## config.mk

```make
export PLATFORM = sky130hd
export DESIGN_NAME = tga_rle_pixel_decoder_unit
export DESIGN_NICKNAME = d
export VERILOG_FILES = /design/src/tga_pkg.sv /design/src/tga_front.sv /design/src/tga_queue.sv /design/src/tga_back.sv /design/src/tga_rle_pixel_decoder_unit.sv
export SDC_FILE = /design/constraint.sdc
export NUM_CORES = 2
export LEC_CHECK = 0
export BUFFER_PORTS_ARGS = -buffer_cell sky130_fd_sc_hd__buf_2
export CELL_PAD_IN_SITES_DETAIL_PLACEMENT = 0
export CELL_PAD_IN_SITES_GLOBAL_PLACEMENT = 1
export CORE_MARGIN = 2
export CORE_UTILIZATION = 55
export CTS_CLUSTER_SIZE = 16
export DETAILED_ROUTE_END_ITERATION = 10
export PLACE_DENSITY = 0.84
export SLEW_MARGIN = 10
export SYNTH_ARGS = -nofsm -noshare
export SYNTH_HDL_FRONTEND = slang
export SYNTH_SLANG_ARGS = --single-unit
export TNS_END_PERCENT = 50
```

## constraint.sdc

```tcl
create_clock -name clk -period 26.5 [get_ports clk]
set_input_delay 2.65 -clock clk [delete_from_list [all_inputs] [get_ports clk]]
set_output_delay 2.65 -clock clk [all_outputs]
set_load 0.005 [all_outputs]
```

## src/tga_pkg.sv

```systemverilog
// Shared types and codes for the TGA true-colour decoder.
// Used by every module in src; no dependencies of its own.
package tga_pkg;

  typedef struct packed {
    logic [7:0] data_byte;
    logic       start_of_file;
  } feed_item_t;

  typedef struct packed {
    logic [1:0]  kind;
    logic [7:0]  red;
    logic [7:0]  green;
    logic [7:0]  blue;
    logic [7:0]  alpha;
    logic [7:0]  span_count;
    logic [15:0] dest_row;
    logic [15:0] dest_column;
    logic [15:0] image_width;
    logic [15:0] image_height;
    logic        last;
  } result_item_t;

  // command passed from the parser to the span placer
  typedef struct packed {
    logic [1:0]  kind;
    logic [7:0]  red;
    logic [7:0]  green;
    logic [7:0]  blue;
    logic [7:0]  alpha;
    logic [7:0]  span_count;
    logic [15:0] image_width;
    logic [15:0] image_height;
    logic [31:0] area;
    logic        top_down;
    logic        last;
  } cmd_t;

  localparam logic [1:0] KIND_SPAN   = 2'd0;
  localparam logic [1:0] KIND_HDR_OK = 2'd1;
  localparam logic [1:0] KIND_HDR_BAD = 2'd2;

  localparam logic [2:0] PH_IDLE   = 3'd0;
  localparam logic [2:0] PH_HEADER = 3'd1;
  localparam logic [2:0] PH_SKIP   = 3'd2;
  localparam logic [2:0] PH_PACKET = 3'd3;
  localparam logic [2:0] PH_COLOUR = 3'd4;

  localparam logic [7:0] TYPE_RAW = 8'd2;
  localparam logic [7:0] TYPE_RLE = 8'd10;
  localparam logic [7:0] BPP_24   = 8'd24;
  localparam logic [7:0] BPP_32   = 8'd32;
  localparam logic [4:0] HDR_LAST = 5'd17;
  localparam logic [7:0] ALPHA_OPAQUE = 8'd255;

endpackage

```

## src/tga_front.sv

```systemverilog
// Byte parser: header, ID skip, packet headers and colour gathering.
// Emits one tga_pkg::cmd_t per header result or completed pixel colour.
module tga_front (
  input  logic                clk,
  input  logic                rst,
  input  logic                take,
  input  tga_pkg::feed_item_t feed,
  output logic                push,
  output tga_pkg::cmd_t       cmd
);

  logic [2:0]  phase, phase_next;
  logic [4:0]  hcnt, hcnt_next;
  logic [7:0]  id_skip, id_skip_next;
  logic [7:0]  image_kind, image_kind_next;
  logic [7:0]  palette_kind, palette_kind_next;
  logic [7:0]  bpp, bpp_next;
  logic        top_down, top_down_next;
  logic [15:0] width_reg, width_reg_next;
  logic [15:0] height_reg, height_reg_next;
  logic [31:0] area;
  logic        is_run, is_run_next;
  logic [7:0]  packet_left, packet_left_next;
  logic [1:0]  cidx, cidx_next;
  logic [15:0] gather, gather_next;
  // red byte of a 32-bit pixel arrives before alpha
  logic [7:0]  red_hold;

  always_comb begin
    logic [2:0] ph;
    logic [4:0] hc;
    logic [7:0] b;
    logic       need4;
    logic       bad;
    logic       empty;
    ph = feed.start_of_file ? tga_pkg::PH_HEADER : phase;
    hc = feed.start_of_file ? 5'd0 : hcnt;
    b  = feed.data_byte;
    need4 = (bpp == tga_pkg::BPP_32);
    bad = ((image_kind != tga_pkg::TYPE_RAW) && (image_kind != tga_pkg::TYPE_RLE)) ||
          (palette_kind != 8'd0) ||
          ((bpp != tga_pkg::BPP_24) && (bpp != tga_pkg::BPP_32));
    empty = (width_reg == 16'd0) || (height_reg == 16'd0);
    phase_next = phase;
    hcnt_next = hcnt;
    id_skip_next = id_skip;
    image_kind_next = image_kind;
    palette_kind_next = palette_kind;
    bpp_next = bpp;
    top_down_next = top_down;
    width_reg_next = width_reg;
    height_reg_next = height_reg;
    is_run_next = is_run;
    packet_left_next = packet_left;
    cidx_next = cidx;
    gather_next = gather;
    push = 1'b0;
    cmd = '0;
    cmd.area = area;
    cmd.top_down = top_down_next;
    if (take) begin
      phase_next = ph;
      case (ph)
        tga_pkg::PH_HEADER: begin
          case (hc)
            5'd0:  id_skip_next = b;
            5'd1:  palette_kind_next = b;
            5'd2:  image_kind_next = b;
            5'd12: width_reg_next[7:0] = b;
            5'd13: width_reg_next[15:8] = b;
            5'd14: height_reg_next[7:0] = b;
            5'd15: height_reg_next[15:8] = b;
            5'd16: bpp_next = b;
            5'd17: top_down_next = b[5];
            default: ;
          endcase
          cmd.top_down = top_down_next;
          if (hc != tga_pkg::HDR_LAST) begin
            hcnt_next = hc + 5'd1;
          end else begin
            hcnt_next = 5'd0;
            push = 1'b1;
            if (bad) begin
              phase_next = tga_pkg::PH_IDLE;
              cmd.kind = tga_pkg::KIND_HDR_BAD;
              cmd.last = 1'b1;
            end else begin
              cmd.kind = tga_pkg::KIND_HDR_OK;
              cmd.image_width = width_reg;
              cmd.image_height = height_reg;
              cmd.last = empty;
              is_run_next = 1'b0;
              packet_left_next = 8'd0;
              cidx_next = 2'd0;
              if (empty)
                phase_next = tga_pkg::PH_IDLE;
              else if (id_skip != 8'd0)
                phase_next = tga_pkg::PH_SKIP;
              else if (image_kind == tga_pkg::TYPE_RAW)
                phase_next = tga_pkg::PH_COLOUR;
              else
                phase_next = tga_pkg::PH_PACKET;
            end
          end
        end
        tga_pkg::PH_SKIP: begin
          id_skip_next = id_skip - 8'd1;
          if (id_skip == 8'd1) begin
            is_run_next = 1'b0;
            packet_left_next = 8'd0;
            cidx_next = 2'd0;
            phase_next = (image_kind == tga_pkg::TYPE_RAW) ? tga_pkg::PH_COLOUR
                                                           : tga_pkg::PH_PACKET;
          end
        end
        tga_pkg::PH_PACKET: begin
          is_run_next = b[7];
          packet_left_next = {1'b0, b[6:0]} + 8'd1;
          cidx_next = 2'd0;
          phase_next = tga_pkg::PH_COLOUR;
        end
        tga_pkg::PH_COLOUR: begin
          if (cidx == 2'd0) gather_next[7:0] = b;
          if (cidx == 2'd1) gather_next[15:8] = b;
          if ((need4 && cidx != 2'd3) || (!need4 && cidx != 2'd2)) begin
            cidx_next = cidx + 2'd1;
          end else begin
            cidx_next = 2'd0;
            push = 1'b1;
            cmd.kind = tga_pkg::KIND_SPAN;
            cmd.blue = gather[7:0];
            cmd.green = gather[15:8];
            cmd.red = need4 ? red_hold : b;
            cmd.alpha = need4 ? b : tga_pkg::ALPHA_OPAQUE;
            cmd.span_count = is_run ? packet_left : 8'd1;
            if (image_kind == tga_pkg::TYPE_RLE) begin
              if (is_run) begin
                phase_next = tga_pkg::PH_PACKET;
              end else begin
                packet_left_next = packet_left - 8'd1;
                if (packet_left == 8'd1) phase_next = tga_pkg::PH_PACKET;
              end
            end
          end
        end
        default: ;
      endcase
    end
  end

  always_ff @(posedge clk) begin
    if (take && phase_next == tga_pkg::PH_COLOUR && phase == tga_pkg::PH_COLOUR &&
        cidx == 2'd2)
      red_hold <= feed.data_byte;
    if (hcnt == 5'd16) area <= width_reg * height_reg;
    id_skip <= id_skip_next;
    image_kind <= image_kind_next;
    palette_kind <= palette_kind_next;
    bpp <= bpp_next;
    top_down <= top_down_next;
    width_reg <= width_reg_next;
    height_reg <= height_reg_next;
    is_run <= is_run_next;
    packet_left <= packet_left_next;
    gather <= gather_next;
    if (rst) begin
      phase <= tga_pkg::PH_IDLE;
      hcnt <= 5'd0;
      cidx <= 2'd0;
    end else begin
      phase <= phase_next;
      hcnt <= hcnt_next;
      cidx <= cidx_next;
    end
  end

endmodule

```

## src/tga_queue.sv

```systemverilog
// Small command queue between parser and span placer.
// Holds tga_pkg::cmd_t entries in flops; full when DEPTH entries wait.
module tga_queue #(
  parameter int DEPTH = 4
) (
  input  logic          clk,
  input  logic          rst,
  input  logic          push,
  input  tga_pkg::cmd_t wdata,
  input  logic          pop,
  output logic          nonempty,
  output logic          full,
  output tga_pkg::cmd_t rdata
);

  localparam int PW = (DEPTH > 1) ? $clog2(DEPTH) : 1;
  localparam int CW = $clog2(DEPTH + 1);

  tga_pkg::cmd_t entry [DEPTH];
  logic [PW-1:0] wr_ptr, rd_ptr;
  logic [CW-1:0] fill;

  assign nonempty = (fill != '0);
  assign full = (fill == CW'(DEPTH));
  assign rdata = entry[rd_ptr];

  always_ff @(posedge clk) begin
    if (push) entry[wr_ptr] <= wdata;
    if (rst) begin
      wr_ptr <= '0;
      rd_ptr <= '0;
      fill <= '0;
    end else begin
      if (push) wr_ptr <= (wr_ptr == PW'(DEPTH - 1)) ? '0 : wr_ptr + PW'(1);
      if (pop) rd_ptr <= (rd_ptr == PW'(DEPTH - 1)) ? '0 : rd_ptr + PW'(1);
      if (push && !pop) fill <= fill + CW'(1);
      else if (pop && !push) fill <= fill - CW'(1);
    end
  end

endmodule

```

## src/tga_back.sv

```systemverilog
// Span placer: tracks file row and column, clips at image end, flips rows.
// Takes tga_pkg::cmd_t from the queue and drives the result register.
module tga_back (
  input  logic                  clk,
  input  logic                  rst,
  input  logic                  head_valid,
  input  tga_pkg::cmd_t         head,
  output logic                  pop,
  output logic                  result_valid,
  input  logic                  result_stall,
  output tga_pkg::result_item_t result
);

  logic        done, done_next;
  logic        busy, busy_next;
  logic [15:0] width_reg, width_reg_next;
  logic [15:0] height_reg, height_reg_next;
  logic        top_down, top_down_next;
  logic [15:0] row, row_next;
  logic [15:0] col, col_next;
  logic [31:0] rem, rem_next;
  logic [16:0] divr, divr_next;
  logic [2:0]  divk, divk_next;
  logic        load;
  tga_pkg::result_item_t out_next;
  logic        out_free;

  assign out_free = !result_valid || !result_stall;
  assign pop = head_valid && !busy &&
               ((head.kind == tga_pkg::KIND_SPAN && done) || out_free);

  always_comb begin
    logic [7:0]  cnt;
    logic        lst;
    logic [16:0] pos;
    logic [16:0] wrap;
    logic [23:0] shifted;
    cnt = head.span_count;
    lst = 1'b0;
    pos = '0;
    wrap = '0;
    shifted = {8'd0, width_reg} << divk;
    done_next = done;
    busy_next = busy;
    width_reg_next = width_reg;
    height_reg_next = height_reg;
    top_down_next = top_down;
    row_next = row;
    col_next = col;
    rem_next = rem;
    divr_next = divr;
    divk_next = divk;
    load = 1'b0;
    out_next = result;
    if (busy) begin
      // one quotient bit per cycle, most significant first
      if ({7'd0, divr} >= shifted) begin
        divr_next = divr - shifted[16:0];
        row_next = row + (16'd1 << divk);
      end
      divk_next = divk - 3'd1;
      if (divk == 3'd0) begin
        busy_next = 1'b0;
        col_next = divr_next[15:0];
      end
    end else if (pop) begin
      case (head.kind)
        tga_pkg::KIND_SPAN: begin
          if (!done) begin
            if ({24'd0, head.span_count} >= rem) begin
              cnt = rem[7:0];
              lst = 1'b1;
            end
            load = 1'b1;
            out_next = '0;
            out_next.kind = tga_pkg::KIND_SPAN;
            out_next.red = head.red;
            out_next.green = head.green;
            out_next.blue = head.blue;
            out_next.alpha = head.alpha;
            out_next.span_count = cnt;
            out_next.dest_row = top_down ? row : (height_reg - 16'd1 - row);
            out_next.dest_column = col;
            out_next.last = lst;
            rem_next = rem - {24'd0, cnt};
            done_next = lst;
            pos = {1'b0, col} + {9'd0, cnt};
            wrap = pos - {1'b0, width_reg};
            if (!lst) begin
              if (pos < {1'b0, width_reg}) begin
                col_next = pos[15:0];
              end else if (wrap < {1'b0, width_reg}) begin
                row_next = row + 16'd1;
                col_next = wrap[15:0];
              end else begin
                busy_next = 1'b1;
                divr_next = pos;
                divk_next = 3'd7;
              end
            end
          end
        end
        default: begin
          load = 1'b1;
          out_next = '0;
          out_next.kind = head.kind;
          out_next.image_width = head.image_width;
          out_next.image_height = head.image_height;
          out_next.last = head.last;
          width_reg_next = head.image_width;
          height_reg_next = head.image_height;
          top_down_next = head.top_down;
          row_next = 16'd0;
          col_next = 16'd0;
          rem_next = head.area;
          done_next = head.last;
        end
      endcase
    end
  end

  always_ff @(posedge clk) begin
    width_reg <= width_reg_next;
    height_reg <= height_reg_next;
    top_down <= top_down_next;
    row <= row_next;
    col <= col_next;
    rem <= rem_next;
    divr <= divr_next;
    divk <= divk_next;
    if (load) result <= out_next;
    if (rst) begin
      done <= 1'b1;
      busy <= 1'b0;
      result_valid <= 1'b0;
    end else begin
      done <= done_next;
      busy <= busy_next;
      if (load) result_valid <= 1'b1;
      else if (!result_stall) result_valid <= 1'b0;
    end
  end

`ifndef SYNTH
  a_no_pop_busy: assert property (@(posedge clk) disable iff (rst) busy |-> !pop)
    else $error("queue popped during row wrap");
  a_span_nonzero: assert property (@(posedge clk) disable iff (rst)
    result_valid && result.kind == tga_pkg::KIND_SPAN |-> result.span_count != 8'd0)
    else $error("empty span emitted");
  a_last_done: assert property (@(posedge clk) disable iff (rst)
    load && out_next.last |=> done)
    else $error("image end not recorded");
`endif

endmodule

```

## src/tga_rle_pixel_decoder_unit.sv

```systemverilog
// Top level of the TGA 24/32-bit true-colour decoder.
// Instantiates tga_front, tga_queue and tga_back; types from tga_pkg.
//
// Usage: file bytes enter on feed (feed_valid/feed_stall), one item per
// cycle; start_of_file marks header byte 0 and restarts the parser at once.
// Results leave on result (result_valid/result_stall): a header verdict
// (accepted with size, or rejected) and then one span per raw pixel or
// run packet, with the destination row flipped for bottom-up images.
// Each result is held in the command queue and then in the result register.
// Throughput: one byte per cycle while feed_stall is low and spans wrap the
// row at most once. A span that wraps the row more than once (images
// narrower than the span) keeps the span placer busy while it divides, one
// quotient bit per cycle; the queue of QUEUE_DEPTH commands absorbs an isolated
// one, but such spans outpacing the divider fill it and feed_stall rises.
// When result_stall is high the result register holds and the queue fills;
// feed_stall rises only when the queue is full.
// Reset empties the queue and result register; bytes are ignored until a
// start_of_file item arrives. Bytes after the image end are dropped.
module tga_rle_pixel_decoder_unit #(
  parameter int QUEUE_DEPTH = 4
) (
  input  logic                  clk,
  input  logic                  rst,
  input  logic                  feed_valid,
  output logic                  feed_stall,
  input  tga_pkg::feed_item_t   feed,
  output logic                  result_valid,
  input  logic                  result_stall,
  output tga_pkg::result_item_t result
);

  logic          take;
  logic          push;
  tga_pkg::cmd_t cmd;
  logic          q_nonempty;
  logic          q_full;
  logic          q_pop;
  tga_pkg::cmd_t q_head;

  assign feed_stall = q_full;
  assign take = feed_valid && !q_full;

  tga_front u_front (
    .clk  (clk),
    .rst  (rst),
    .take (take),
    .feed (feed),
    .push (push),
    .cmd  (cmd)
  );

  tga_queue #(.DEPTH(QUEUE_DEPTH)) u_queue (
    .clk      (clk),
    .rst      (rst),
    .push     (push),
    .wdata    (cmd),
    .pop      (q_pop),
    .nonempty (q_nonempty),
    .full     (q_full),
    .rdata    (q_head)
  );

  tga_back u_back (
    .clk          (clk),
    .rst          (rst),
    .head_valid   (q_nonempty),
    .head         (q_head),
    .pop          (q_pop),
    .result_valid (result_valid),
    .result_stall (result_stall),
    .result       (result)
  );

endmodule

```

==> run metrics <==
post-synth cell types=77; Crit path top cell by count=a21oi_1; initial antenna violation count=3; leading area contributor after synthesis=edfxtp_1; Worst-Skew Late Latency=0.65 ns; clk root buf=clkbuf_16; 1st-iter DRT viols=2374; Logic pwr share=0.322; Hold Crit Start=u_front.hcnt[0]; Post-Syn Area per Cell=13.0 sq um; PortBufs=121; Biggest register=u_queue.entry; final setup fails=0; critical path fanouts, max=41; Post-DP HPWL=74.3 mm; final max-slew violation count=0; DR DRC count=0; nature of the critical path endpoint=flop; Initial Util=0.556; Tcrit/Tclk final=0.395; die width=289 um; VDD IR-drop max=63.1 uV; first-pass GRT wire length=168 mm; top-count cell post-synth=edfxtp_1; fraction of registers with async set/reset=0; largest net degree at the start of global routing=102; Static Leak=19.4 nW; remaining antenna violation count after routing=0; status=completed; fill cell count=6157; Detailed Route WL=107 mm; TritonCTS clock tree=yes; number of post-CTS setup repair buffers=0; GRT Util Overall=0.264; RD Place Congestion=0.890; Final Critical Period=10.45 ns; num ports=122; sequential area share after synthesis=0.538; Warnings, synthesis=0; Ant. Diodes=0; Vias/cell=5.90; unrepaired setup endpoints after global routing=no; Critical path buffers and inverters=3; worst hold path class=flop to flop; normalized max-slew margin=0.236; DR pass1 iterations=6; Sink Count=808; final net count=3983; Max-Cap Viols=0; Core ar.=80400 sq um; post-cts resize count=0; area grow syn2layout=10.2%; Flop pwr share=0.411; CP Data Arrival Time=10.79 ns; Sw Ratio=0.339; WS Path Type=flop to flop; Yosys top cell area share=0.528; max reg flops=432; Max stage delay on crit path=0.87 ns; fin util=0.612; worst slack, placed=15.97 ns; Primary FF master, synth=edfxtp_1; clock power share=0.267; f_max=0.0957 GHz; Layout Skew=0.0363 ns; worst path required time=26.84 ns; number of synthesized flops with an enable pin=786; internal power=2.96 mW; vias in the first global route=28.6k; row count=104; Largest regs=u_queue.entry (432), u_back.result (107); H-tree Lvls=3; Fin. Hold Viols=0; gate count of the mapped netlist=3440; DR vias=27.6k; total gr overflow=0; die area=83500 sq um; # hold bufs at CTS=0; Worst-path clk slew=0.06 ns; worst slew pin tran=1.14 ns; post-synthesis cell area=44700 sq um; Synthesized Nets=3880; drt wl/cell=23.0 um; PwrDens=91.1 nW/um^2; share of layout cells above drive strength 1=0.120; CTS Buffer Depth=3; synth top area cells=edfxtp_1, fa_1, ha_1; CP Launch Type=flop; CP delay by family, top=compound AO/OA/AOI/OAI gates; Worst path slowest cell=dfxtp_4; CTS Buf Count=84; list of most frequent post-synthesis cells=edfxtp_1, inv_1, nand2_1; Switch Pwr=1.52 mW; TNS Setup=0 ns; setup ws final=16.05 ns; Die H=289 um; Synth Register Bits=808
## kinds of logic (layout without fill, tap and decap cells)
logic type	count (synthesis)	after routing	synth area share
fa+ha+maj	427	427	0.153
flops	808	808	0.538
mux	182	182	0.0724
buf+inv	479	650	0.0405
xor+xnor	140	140	0.0274
simple gates	974	974	0.108
compound gates	430	430	0.0602
## per-layer routing
layer / GRT usage / part of all wire / up-vias
met1: 0.376 / 0.44 / 14038
li1: - / - / 12434
met3: 0.0348 / 0.063 / 145
met2: 0.431 / 0.48 / 932
met4: 0.0711 / 0.022 / 2
met5: 0 / 0.00012 / -
## worst min-delay path, delay by kind of cell (launching register included)
| kind | cells | cell delay (ns) |
|---|---|---|
| AND/OR/NAND/NOR | 1 | 0.06 |
| flip-flops | 1 | 0.33 |
| AO/OA/AOI/OAI | 1 | 0.05 |
## metrics by stage
stage / power [mW] / hold slack (ns) / std cells / area [sq um]
after global placement: 3.28 / 0.462 / 4517 / 46400
after global routing: 4.73 / 0.498 / 4671 / 49200
final: 4.48 / 0.490 / 4671 / 49200
after floorplan: 2.82 / 0.454 / 3440 / 44700
after detailed placement: 3.31 / 0.478 / 4517 / 46400
after CTS: 4.51 / 0.486 / 4671 / 49200
## power groups by stage
stage | Clock [mW] | Combinational [mW] | Sequential, mW
2_1_floorplan | 0 | 1.01 | 1.81
3_3_place_gp | 0 | 1.42 | 1.86
3_5_place_dp | 0 | 1.44 | 1.87
4_1_cts | 1.21 | 1.45 | 1.84
5_1_grt | 1.26 | 1.60 | 1.86
6_report | 1.20 | 1.44 | 1.84
## layout make-up
| cell class | instances | area, sq um | share of cell area |
|---|---|---|---|
| Clock buffer | 100 | 2200 | 0.0448 |
| Tap cell | 1060 | 1330 | 0.0269 |
| Clock inverter | 54 | 589 | 0.0120 |
| Inverter | 341 | 1280 | 0.0260 |
| Timing Repair Buffer | 155 | 861 | 0.0175 |
| Multi-Input combinational cell | 2153 | 18900 | 0.384 |
| Sequential cell | 808 | 24100 | 0.489 |
## layout by cell type, fill, tap and decap left out, types with 39 or more instances in the layout
| cell | count |
|---|---|
| edfxtp_1 | 786 |
| nand2_1 | 295 |
| xnor2_1 | 100 |
| nor2_1 | 185 |
| xor2_1 | 40 |
| fa_1 | 201 |
| mux2i_1 | 60 |
| nand3_1 | 39 |
| o21ai_0 | 101 |
| mux4_2 | 112 |
| nor3_1 | 45 |
| clkbuf_16 | 86 |
| a21oi_1 | 135 |
| ha_1 | 226 |
| buf_2 | 121 |
| and2_1 | 249 |
| inv_1 | 339 |
## path summary, 6_finish.rpt
path / endpoint / slack (ns) / cells past startpoint
hold reg to reg: u_front.hcnt[0] / 0.49 / 2
hold / removal: u_front.hcnt[0] / 0.49 / 2
setup / recovery: u_back.col[0] / 16.05 / 33
setup reg to reg: u_back.col[0] / 16.05 / 33
Note: power is estimated with default switching activity, not from simulation.
